**src/design/lru_pkg.sv**
```systemverilog
// Shared constants, types and helper functions of the lattice reconciliation unit.
`timescale 1ns / 1ps

package lru_pkg;

    localparam int LRU_Q       = 12289;
    localparam int LRU_2Q      = 2 * LRU_Q;
    localparam int LRU_4Q      = 4 * LRU_Q;
    localparam int LRU_8Q      = 8 * LRU_Q;
    localparam int LRU_COEF_W  = 14;
    localparam int LRU_COEF_MAX = (2 ** LRU_COEF_W) - 1;
    localparam int LRU_X_W     = 19;
    localparam int LRU_DIST_W  = 16;
    localparam int LRU_SUM_W   = 18;
    localparam int LRU_KMAX    = 9;
    // Largest quotients that the two modes can reach.
    localparam int LRU_HINT_TMAX = (8 * LRU_COEF_MAX + 4) / LRU_Q;
    localparam int LRU_REC_TMAX  = (16 * LRU_Q + 8 * LRU_COEF_MAX) / LRU_4Q;
    localparam int LRU_V0_MAX    = (LRU_HINT_TMAX + 1) / 2;

    localparam logic LRU_KIND_HINT    = 1'b0;
    localparam logic LRU_KIND_RECOVER = 1'b1;

    typedef logic [LRU_X_W-1:0]    lru_x_t;
    typedef logic [LRU_DIST_W-1:0] lru_dist_t;
    typedef logic [1:0]            lru_hint_t;

    // Stage advance strobes and the mode bit held in each stage ahead of the output register.
    typedef struct packed {
        logic adv1;
        logic adv2;
        logic adv3;
        logic adv4;
        logic kind1;
        logic kind2;
        logic kind3;
    } lru_ctl_t;

    // Offset 16q - k*q that recover mode adds to 8v.
    function automatic lru_x_t lru_rec_offset(input logic [3:0] k);
        lru_x_t off;
        off = '0;
        for (int j = 0; j <= LRU_KMAX; j++) begin
            if (k == 4'(j)) begin
                off = LRU_X_W'((16 - j) * LRU_Q);
            end
        end
        return off;
    endfunction

    // Quotient of x by q (hint) or 4q (recover), found by threshold compares.
    function automatic logic [3:0] lru_quot(input lru_x_t x, input logic kind);
        logic [3:0] th;
        logic [3:0] tr;
        th = '0;
        tr = '0;
        for (int k = 1; k <= LRU_HINT_TMAX; k++) begin
            if (x >= LRU_X_W'(k * LRU_Q)) begin
                th = 4'(k);
            end
        end
        for (int k = 1; k <= LRU_REC_TMAX; k++) begin
            if (x >= LRU_X_W'(k * LRU_4Q)) begin
                tr = 4'(k);
            end
        end
        return (kind == LRU_KIND_RECOVER) ? tr : th;
    endfunction

    // Rounded multiple: v0 times 2q (hint) or 8q (recover).
    function automatic lru_x_t lru_round_mult(input logic [2:0] v0, input logic kind);
        lru_x_t m;
        m = '0;
        for (int j = 1; j <= LRU_V0_MAX; j++) begin
            if (v0 == 3'(j)) begin
                m = (kind == LRU_KIND_RECOVER) ? LRU_X_W'(j * LRU_8Q) : LRU_X_W'(j * LRU_2Q);
            end
        end
        return m;
    endfunction

endpackage

```
**src/design/lattice_reconciliation_unit.sv**
```systemverilog
// Top level of the lattice reconciliation unit: pipeline control and four coefficient lanes.
`timescale 1ns / 1ps

// Ring-LWE key reconciliation over q = 12289 for one group of four coefficients
// (positions i, i+256, i+512, i+768) per transaction. With kind = 0 the block
// dithers each coefficient with random_bit, rounds it two ways to a multiple of
// 2q, chooses the rounding by the total distance and returns four 2-bit hints;
// key_bit is then 0. With kind = 1 it folds the received hints into each
// coefficient, measures the distance to the nearest multiple of 8q and returns
// key_bit = 1 when the summed distance is below 8q; the hint outputs are then 0.
// The block is a four-stage pipeline (form x, find the quotient by threshold
// compares, take the rounding distance, sum and select) and accepts one
// transaction every cycle while the result side does not stall; a transaction
// passes the x, quotient and distance registers, then out_valid shows it.
// When the result side stalls, the stages fill up and in_ready drops
// only once every stage holds a transaction, so nothing is lost or repeated.
// The block keeps no state between transactions.
module lattice_reconciliation_unit (
    input  logic        clk,
    input  logic        rst_n,
    input  logic        in_valid,
    output logic        in_ready,
    input  logic        kind,
    input  logic [13:0] coef_a,
    input  logic [13:0] coef_b,
    input  logic [13:0] coef_c,
    input  logic [13:0] coef_d,
    input  logic        random_bit,
    input  logic [1:0]  hint_in_a,
    input  logic [1:0]  hint_in_b,
    input  logic [1:0]  hint_in_c,
    input  logic [1:0]  hint_in_d,
    output logic        out_valid,
    input  logic        out_ready,
    output logic [1:0]  hint_out_a,
    output logic [1:0]  hint_out_b,
    output logic [1:0]  hint_out_c,
    output logic [1:0]  hint_out_d,
    output logic        key_bit
);
    import lru_pkg::*;

    // Valid bit of each stage; stage four is the output register.
    logic v1_reg, v2_reg, v3_reg, v4_reg;
    logic v1_next, v2_next, v3_next, v4_next;
    logic rdy1, rdy2, rdy3, rdy4;
    logic kind1_reg, kind2_reg, kind3_reg;
    lru_ctl_t ctl;

    logic [13:0]       coef [4];
    logic [3:0]        hint_mult [4];
    lru_dist_t [3:0]   distance;
    lru_hint_t [3:0]   round0;
    lru_hint_t [3:0]   round1;

    // A stage can take a new transaction when it is empty or when its
    // occupant moves on in the same cycle.
    always_comb
    begin
        rdy4 = !v4_reg || out_ready;
        rdy3 = !v3_reg || rdy4;
        rdy2 = !v2_reg || rdy3;
        rdy1 = !v1_reg || rdy2;

        ctl.adv1  = in_valid && rdy1;
        ctl.adv2  = v1_reg && rdy2;
        ctl.adv3  = v2_reg && rdy3;
        ctl.adv4  = v3_reg && rdy4;
        ctl.kind1 = kind1_reg;
        ctl.kind2 = kind2_reg;
        ctl.kind3 = kind3_reg;

        v1_next = ctl.adv1 || (v1_reg && !rdy2);
        v2_next = ctl.adv2 || (v2_reg && !rdy3);
        v3_next = ctl.adv3 || (v3_reg && !rdy4);
        v4_next = ctl.adv4 || (v4_reg && !out_ready);
    end

    assign in_ready  = rdy1;
    assign out_valid = v4_reg;

    always_ff @(posedge clk or negedge rst_n)
    begin
        if (!rst_n)
        begin
            v1_reg <= 1'b0;
            v2_reg <= 1'b0;
            v3_reg <= 1'b0;
            v4_reg <= 1'b0;
        end
        else
        begin
            v1_reg <= v1_next;
            v2_reg <= v2_next;
            v3_reg <= v3_next;
            v4_reg <= v4_next;
        end
    end

    // The mode bit travels alongside the lane data.
    always_ff @(posedge clk)
    begin
        if (ctl.adv1)
        begin
            kind1_reg <= kind;
        end
        if (ctl.adv2)
        begin
            kind2_reg <= kind1_reg;
        end
        if (ctl.adv3)
        begin
            kind3_reg <= kind2_reg;
        end
    end

    // In recover mode the first three lanes subtract q*(2h + h3) and the
    // last lane subtracts q*h3.
    always_comb
    begin
        coef[0] = coef_a;
        coef[1] = coef_b;
        coef[2] = coef_c;
        coef[3] = coef_d;
        hint_mult[0] = {1'b0, hint_in_a, 1'b0} + {2'b00, hint_in_d};
        hint_mult[1] = {1'b0, hint_in_b, 1'b0} + {2'b00, hint_in_d};
        hint_mult[2] = {1'b0, hint_in_c, 1'b0} + {2'b00, hint_in_d};
        hint_mult[3] = {2'b00, hint_in_d};
    end

    for (genvar g = 0; g < 4; g++)
    begin : g_lane
        lru_lane u_lane (
            .clk        (clk),
            .ctl        (ctl),
            .kind       (kind),
            .coef       (coef[g]),
            .random_bit (random_bit),
            .hint_mult  (hint_mult[g]),
            .distance   (distance[g]),
            .round0     (round0[g]),
            .round1     (round1[g])
        );
    end

    lru_combine u_combine (
        .clk        (clk),
        .ctl        (ctl),
        .distance   (distance),
        .round0     (round0),
        .round1     (round1),
        .hint_out_a (hint_out_a),
        .hint_out_b (hint_out_b),
        .hint_out_c (hint_out_c),
        .hint_out_d (hint_out_d),
        .key_bit    (key_bit)
    );

`ifndef SYNTH
    // The input side stalls only when every stage is occupied.
    a_stall_full: assert property (@(posedge clk) disable iff (!rst_n)
        !in_ready |-> (v1_reg && v2_reg && v3_reg && v4_reg))
        else $error("in_ready low while a pipeline stage is empty");

    // A stage that cannot pass its transaction on keeps it.
    a_hold_s3: assert property (@(posedge clk) disable iff (!rst_n)
        (v3_reg && !rdy4) |=> v3_reg)
        else $error("stage three dropped a stalled transaction");

    // A new result only appears when stage three held a transaction.
    a_out_source: assert property (@(posedge clk) disable iff (!rst_n)
        $rose(out_valid) |-> $past(v3_reg))
        else $error("result appeared without a transaction in stage three");

    // A recovered key bit of one comes only with zero hints.
    a_mode_fields: assert property (@(posedge clk) disable iff (!rst_n)
        (out_valid && key_bit) |->
            (hint_out_a == 2'b00 && hint_out_b == 2'b00
             && hint_out_c == 2'b00 && hint_out_d == 2'b00))
        else $error("hint fields set on a recover-mode result");
`endif

endmodule

```
**src/design/lru_lane.sv**
```systemverilog
// One coefficient lane: forms x, finds its quotient and its distance to the rounded multiple.
`timescale 1ns / 1ps

module lru_lane (
    input  logic              clk,
    input  lru_pkg::lru_ctl_t ctl,
    input  logic              kind,
    input  logic [13:0]       coef,
    input  logic              random_bit,
    input  logic [3:0]        hint_mult,
    output lru_pkg::lru_dist_t distance,
    output lru_pkg::lru_hint_t round0,
    output lru_pkg::lru_hint_t round1
);
    import lru_pkg::*;

    lru_x_t     x1_reg;
    lru_x_t     x1_next;
    lru_x_t     x2_reg;
    logic [3:0] t2_reg;
    logic [3:0] t2_next;
    lru_dist_t  dist3_reg;
    lru_dist_t  dist3_next;
    lru_hint_t  r0_reg;
    lru_hint_t  r1_reg;
    logic [2:0] v0;
    lru_x_t     mult;
    lru_x_t     coef8;

    always_comb
    begin
        coef8 = {2'b00, coef, 3'b000};
        if (kind == LRU_KIND_RECOVER)
        begin
            x1_next = coef8 + lru_rec_offset(hint_mult);
        end
        else
        begin
            x1_next = coef8 + LRU_X_W'({random_bit, 2'b00});
        end
    end

    assign t2_next = lru_quot(x1_reg, ctl.kind1);

    always_comb
    begin
        v0   = t2_reg[3:1] + {2'b00, t2_reg[0]};
        mult = lru_round_mult(v0, ctl.kind2);
        if (x2_reg >= mult)
        begin
            dist3_next = LRU_DIST_W'(x2_reg - mult);
        end
        else
        begin
            dist3_next = LRU_DIST_W'(mult - x2_reg);
        end
    end

    always_ff @(posedge clk)
    begin
        if (ctl.adv1)
        begin
            x1_reg <= x1_next;
        end
        if (ctl.adv2)
        begin
            x2_reg <= x1_reg;
            t2_reg <= t2_next;
        end
        if (ctl.adv3)
        begin
            dist3_reg <= dist3_next;
            r0_reg    <= v0[1:0];
            r1_reg    <= t2_reg[2:1];
        end
    end

    assign distance = dist3_reg;
    assign round0   = r0_reg;
    assign round1   = r1_reg;

endmodule

```
**src/design/lru_combine.sv**
```systemverilog
// Final stage: sums the four distances, picks the rounding (hint) or the key bit (recover) and registers the result.
`timescale 1ns / 1ps

module lru_combine (
    input  logic                      clk,
    input  lru_pkg::lru_ctl_t         ctl,
    input  lru_pkg::lru_dist_t [3:0]  distance,
    input  lru_pkg::lru_hint_t [3:0]  round0,
    input  lru_pkg::lru_hint_t [3:0]  round1,
    output logic [1:0]                hint_out_a,
    output logic [1:0]                hint_out_b,
    output logic [1:0]                hint_out_c,
    output logic [1:0]                hint_out_d,
    output logic                      key_bit
);
    import lru_pkg::*;

    logic [LRU_SUM_W-1:0] sum;
    logic                 sel;
    lru_hint_t [3:0]      u;
    lru_hint_t [3:0]      hint_next;
    logic                 key_next;
    lru_hint_t [3:0]      hint_reg;
    logic                 key_reg;

    always_comb
    begin
        sum = LRU_SUM_W'(distance[0]) + LRU_SUM_W'(distance[1])
            + LRU_SUM_W'(distance[2]) + LRU_SUM_W'(distance[3]);
        sel = (sum >= LRU_SUM_W'(LRU_2Q));
        for (int i = 0; i < 4; i++)
        begin
            u[i] = sel ? round1[i] : round0[i];
        end
        if (ctl.kind3 == LRU_KIND_RECOVER)
        begin
            hint_next = '0;
            key_next  = (sum < LRU_SUM_W'(LRU_8Q));
        end
        else
        begin
            hint_next[0] = u[0] - u[3];
            hint_next[1] = u[1] - u[3];
            hint_next[2] = u[2] - u[3];
            hint_next[3] = {u[3][0], sel};
            key_next     = 1'b0;
        end
    end

    always_ff @(posedge clk)
    begin
        if (ctl.adv4)
        begin
            hint_reg <= hint_next;
            key_reg  <= key_next;
        end
    end

    assign hint_out_a = hint_reg[0];
    assign hint_out_b = hint_reg[1];
    assign hint_out_c = hint_reg[2];
    assign hint_out_d = hint_reg[3];
    assign key_bit    = key_reg;

endmodule

```
**config.mk**
```make
export PLATFORM = sky130hd
export DESIGN_NAME = lattice_reconciliation_unit
export DESIGN_NICKNAME = d
export VERILOG_FILES = /design/src/design/lru_pkg.sv /design/src/design/lattice_reconciliation_unit.sv /design/src/design/lru_lane.sv /design/src/design/lru_combine.sv
export SDC_FILE = /design/constraint.sdc
export NUM_CORES = 1
export LEC_CHECK = 0
export BUFFER_PORTS_ARGS = -buffer_cell sky130_fd_sc_hd__buf_2
export CORE_MARGIN = 2
export CORE_UTILIZATION = 60
export DETAILED_ROUTE_END_ITERATION = 10
export PLACE_DENSITY_LB_ADDON = 0.15
export RECOVER_POWER = 50
export SLEW_MARGIN = 15
export SYNTH_ARGS = -nofsm -noshare
export SYNTH_HDL_FRONTEND = slang
export SYNTH_SLANG_ARGS = --single-unit
```
**constraint.sdc**
```tcl
create_clock -name clk -period 12.3 [get_ports clk]
set_clock_uncertainty 0.15 [all_clocks]
set_input_delay 1.23 -clock clk [delete_from_list [all_inputs] [get_ports clk]]
set_output_delay 1.23 -clock clk [all_outputs]
set_load 0.005 [all_outputs]
```
=== Word-level counts from Yosys, hierarchy flattened ===
Index checks and enable logic that the tools add are counted.

* $add $sub $neg: 29
* Multiply operators: 0
* Div/mod/pow operators: 0
* Magnitude comparators: 62
* Eq/ne operators: 50
* Shifts and indexed selects: 0
* Mux-type cells: 143
* Bitwise operators: 0
* Reductions and logical operators: 28

{| class="wikitable"
|+ Operators by type and width
! cell !! count
|-
| two-way mux 19 bit || 61
|-
| greater-or-equal comparator 19 x 17 -> 1 bit, second input constant || 20
|-
| greater-or-equal comparator 19 x 16 -> 1 bit, second input constant || 12
|-
| greater-or-equal comparator 19 x 18 -> 1 bit, second input constant || 12
|-
| subtractor 16 bit || 8
|-
| two-way mux 18 bit || 5
|-
| two-way mux 3 bit || 28
|-
| adder 17 x 19 -> 19 bit || 4
|-
| greater-or-equal comparator 19 x 14 -> 1 bit, second input constant || 4
|-
| greater-or-equal comparator 19 x 15 -> 1 bit, second input constant || 4
|-
| greater-or-equal comparator 19 bit || 4
|-
| greater-or-equal comparator 19 bit, second input constant || 4
|-
| adder 17 x 3 -> 18 bit || 4
|-
| two-way mux 16 bit || 4
|-
| two-way mux 4 bit || 16
|-
| equality test 4 x 3 -> 1 bit, second input constant || 12
|-
| two-way mux 2 bit || 20
|-
| adder 18 x 16 -> 18 bit || 2
|-
| equality test 3 x 2 -> 1 bit, second input constant || 8
|-
| equality test 3 bit, second input constant || 8
|-
| equality test 4 x 2 -> 1 bit, second input constant || 6
|-
| equality test 4 bit, second input constant || 6
|-
| greater-or-equal comparator 18 x 15 -> 1 bit, second input constant || 1
|-
| less-than comparator 18 x 17 -> 1 bit, second input constant || 1
|-
| 14 further kinds || 58
|}

* Bits in registers: 264
* Bits in latches: 0
* Memory bits (writable): 0
* ROM bits: 0
* Bits of input ports: 70
* Output and inout bits: 11
* Memories: 0

=== Depth between registers and ports, before layout ===
* Depth in word-level cells: 15
* Mapped depth: 26
* Mapped depth without buffers: 26

=== Hierarchy ===
From an unflattened synthesis, not the netlist that was laid out.

* Cells, all modules: 1971
* Area, all modules: 20080.5 µm²

{| class="wikitable"
|+ By module, submodules not included
! module !! times used !! cells an instance !! area an instance (µm²) !! sequential area each (µm²)
|-
| lru_lane || 4 || 415 || 4330.4 || 1861.8
|-
| lru_combine || 1 || 285 || 2406.1 || 270.3
|-
| lattice_reconciliation_unit || 1 || 26 || 352.8 || 190.2
|}

=== Worst setup path after synthesis ===
Ideal clock, no wire load.

* Path kind: flip-flop to flip-flop
* From: register g_lane[0].u_lane.dist3_reg[0]
* To: register u_combine.hint_reg, in the netlist u_combine.hint_out_a[1], data pin
* Setup time: 0.146 ns
* Arrival: 5.598 ns
* Slack: 6.406 ns
* Cell stages (with the launch flop): 25
* Cell sequence: edfxtp_1 > ha_1 > inv_1 > fa_1 > inv_1 > a21oi_1 > o21bai_1 > a21o_1 > a31o_2 > a41o_1 > o41ai_1 > o21ai_0 > xnor2_1 > fa_1 > inv_1 > ha_1 > inv_1 > o41ai_1 > o211ai_1 > o32ai_4 > nand2_2 > mux2_1 > ha_1 > or3_1 > a21oi_1

{| class="wikitable"
|+ RTL lines
! item !! RTL line !! RTL
|-
| from (decl) || lru_lane.sv:22 || <nowiki>lru_dist_t dist3_reg;</nowiki>
|-
| from (signal assigned) || lru_lane.sv:72 || <nowiki>dist3_reg <= dist3_next;</nowiki>
|-
| to (signal assigned) || lru_combine.sv:54 || <nowiki>hint_reg <= hint_next;</nowiki>
|-
| to (decl) || lru_combine.sv:23 || <nowiki>lru_hint_t [3:0] hint_reg;</nowiki>
|}

==> results.py <==
metrics = {
    "status": {
        "status": "finished, violations left",
        "violations": "max-capacitance violations, max-slew violations",
    },
    "setup_path": {
        "r2r_slack_ns": 5.57,
        "slowest_delay_ns": 0.73,
        "r2r_start": "g_lane[0].u_lane.distance[0]$_DFFE_PP_",
        "cp.buffers_inverters": 4,
        "crit_arrival_ns": 6.97,
        "critPathTopFamily": "compound AO/OA/AOI/OAI gates",
        "critPathKind": "reg2reg",
        "required_ns": 12.55,
        "cp_cell_sequence": "ha_1 -> inv_1 -> fa_1 -> inv_1 -> a21oi_1 -> o21bai_1 -> a21o_1 -> a31o_2 -> a41o_1 -> o41ai_1 -> o21ai_0 -> xnor2_1 -> fa_1 -> inv_1 -> ha_1 -> inv_1 -> o41ai_1 -> o211ai_1 -> o32ai_4 -> nand2_2 -> mux2_1 -> ha_1 -> or3_1 -> a21oi_1",
        "critPathLaunchType": "register",
        "critical_path_peak_fanout": 8,
        "slowest_stage": "o41ai_1",
        "cp_common_cell": "inv_1",
        "reg2reg_depth": 24,
        "cp-end-kind": "register",
        "r2r_end": "u_combine.hint_out_a[1]$_SDFFCE_PP0P_",
    },
    "die": {
        "rows": 66,
        "num_io_pins": 81,
        "start_util_pct": 60.7,
        "coreArea_um2": 32400,
        "die_h_um": 185,
        "dieArea_um2": 34200,
        "die-width_um": 185,
    },
    "clock_network": {
        "clkLatencyLatePin_ns": 0.55,
        "cts_resized": 0,
        "h-tree-depth": 1,
        "cts_tree": "done",
        "cts_root_buf": "clkbuf_16",
        "post_cts_buffers": 0,
        "clock-sinks": 264,
        "cts_buffers": 28,
        "clk_path_buf_depth": 3,
        "cts_hold_buf": 0,
        "clkTransAtPathRegs_ns": 0.06,
    },
    "flow_run": {
        "drv_cap": 3,
    },
    "synth": {
        "synth_seq_cells": 264,
        "synth-seq-area-share_pct": 40.2,
        "ys_warn_count": 0,
        "yosys-top-cells-area": "edfxtp_1 (40%), ha_1 (10%), a21oi_1 (4.1%)",
        "yosysUniqueCellTypes": 98,
        "yosys.area.top_type": "edfxtp_1",
        "synth_flop_cell": "edfxtp_1",
        "synthCells": 2007,
        "syn_area_um2": 19700,
        "avgSynthCellArea_um2": 9.80,
        "syn-num-nets": 2267,
        "synth_top_cell_area_share_pct": 39.7,
        "synth_edf_count": 260,
        "async_reset_ff_share_pct": 1.52,
    },
    "place": {
        "gp_congestion": 0.895,
        "dpl.hpwl_um": 33700,
        "portBuffers": 80,
    },
    "finish": {
        "area_delta_synth_final_pct": 8.42,
        "layout-drive-gt1-share_pct": 9.06,
        "final_core_util_pct": 65.8,
        "antenna_cells": 0,
        "nets": 2315,
    },
    "timing": {
        "fmax_mhz": 149,
        "worst_slew_pin_slew_ns": 4.14,
        "finalSetupTns_ns": 0,
        "rsz0062_at_grt": "false",
        "period_needed_ns": 6.73,
        "setup_viol": 0,
        "final_hold_viol_count": 0,
        "fin_crit_sh_pct": 54.7,
        "relSlewSlack_pct": -176,
        "report.final.slew_viol_count": 224,
    },
    "hold_path": {
        "hold_path_startpoint": "g_lane[3].u_lane.x1_reg[7]$_DFFE_PP_",
        "hp-class": "reg2reg",
        "min_path_cells": 0,
        "holdPathEnd": "g_lane[3].u_lane.x2_reg[7]$_DFFE_PP_",
    },
    "global_route": {
        "antenna_found_initial": 0,
        "grt_pass1_wl_um": 70600,
        "grt_pass1_vias": 13900,
        "grt_overflow_total": 0,
        "grt_usage_pct": 25.7,
        "grt_max_degree": 82,
    },
    "routing": {
        "detail-route-antenna-nets": 0,
        "wl_per_cell_um": 17.2,
        "wirelength_um": 43200,
        "vias_per_cell": 5.85,
        "drc": 0,
        "num_vias": 14700,
        "drt_pre_antenna_iters": 7,
        "drt_first_iter_violations": 1336,
    },
    "power": {
        "powerDensity_nw_per_um2": 303,
        "p_leak_nw": 8.54,
        "vdd_drop_max_mv": 0.306,
        "p_total_mw": 6.45,
    },
}
[report_power, final]
| group | internal, mW | switching [mW] | total, mW | leakage (nW) |
|---|---|---|---|---|
| logic | 1.71 | 2.45 | 4.16 | 5.51 |
| clock network | 0.531 | 0.345 | 0.876 | 0.460 |
| registers | 1.27 | 0.137 | 1.41 | 2.57 |
[cell families (layout without fill, tap and decap cells)]
kind of cell	after synthesis	count (layout)	share of synthesized area (%)
AO/OA/AOI/OAI	515	515	17.5
XOR/XNOR	138	138	6.15
adder cells (fa/ha/maj)	190	190	13.2
buffers and inverters	263	330	5.14
flip-flops	264	264	40.2
multiplexers	40	40	2.16
AND/OR/NAND/NOR	597	597	15.6
[cell type report]
class | instances | area [µm²]
clock buffers | 30 | 729
clock inverters | 19 | 233
fillers | 2646 | 11100
inverters | 194 | 728
multi-input cells | 1480 | 10700
flip-flops and latches | 264 | 7910
well taps | 442 | 553
repair buffers | 87 | 425
[cell usage in the layout (no fill, tap or decap), types with 18 or more instances in the layout]
cell type    n
o21bai_1    21
mux2_2      18
xnor2_1     87
edfxtp_1   260
o21ai_0     82
clkbuf_16   29
nor3_1      46
inv_1      194
nand4_1     27
nand3_1     39
xor2_1      51
mux2i_1     21
o21a_1      18
nor2b_1     32
a31oi_1     33
or3_1       21
ha_1       160
buf_2       73
nand2b_1    30
nand2_1    137
nor2_1     163
a21oi_1    159
a21o_1      30
fa_1        30
[how the worst max path moves through the flow]
stage,endpoint,from,depth (start not counted)
final,u_combine.hint_out_a[1]$_SDFFCE_PP0P_,g_lane[0].u_lane.distance[0]$_DFFE_PP_,24
after global routing,u_combine.hint_out_a[1]$_SDFFCE_PP0P_,g_lane[0].u_lane.distance[0]$_DFFE_PP_,24
after CTS,u_combine.hint_out_a[1]$_SDFFCE_PP0P_,g_lane[0].u_lane.distance[0]$_DFFE_PP_,24
after detailed placement,u_combine.hint_out_a[1]$_SDFFCE_PP0P_,g_lane[0].u_lane.distance[0]$_DFFE_PP_,24
after global placement,u_combine.hint_out_b[1]$_SDFFCE_PP0P_,g_lane[0].u_lane.distance[0]$_DFFE_PP_,24
after floorplan,u_combine.hint_out_a[1]$_SDFFCE_PP0P_,g_lane[0].u_lane.distance[0]$_DFFE_PP_,24
[through the flow]
stage	instances	instance area [µm²]	hold WS, ns	setup WS [ns]
floorplan	2007	19700	0.267	6.41
global placement	2467	20400	0.275	5.95
detailed placement	2467	20400	0.278	5.70
CTS	2516	21400	0.292	5.65
global route	2516	21300	0.311	5.25
finish	2516	21300	0.291	5.57
[synth_stat cells (all sizes together) (41+ instances only)]
| cell type | count |
|---|---|
| nand2 | 138 |
| clkbuf | 58 |
| nor2 | 163 |
| xnor2 | 87 |
| nand3 | 41 |
| o21ai | 100 |
| xor2 | 51 |
| a21oi | 163 |
| inv | 194 |
| edfxtp | 260 |
| nor3 | 47 |
| ha | 160 |
[layer usage]
layer / wire length [µm] / up-vias / global-route usage [%]
met1: 20500 / 6910 / 37.7
met3: 1940 / 55 / 2.58
met5: 0 / - / 0
met4: 1090 / 0 / 7.24
li1: - / 7377 / -
met2: 19600 / 366 / 41.0
Power figures use the tool's default switching activity.
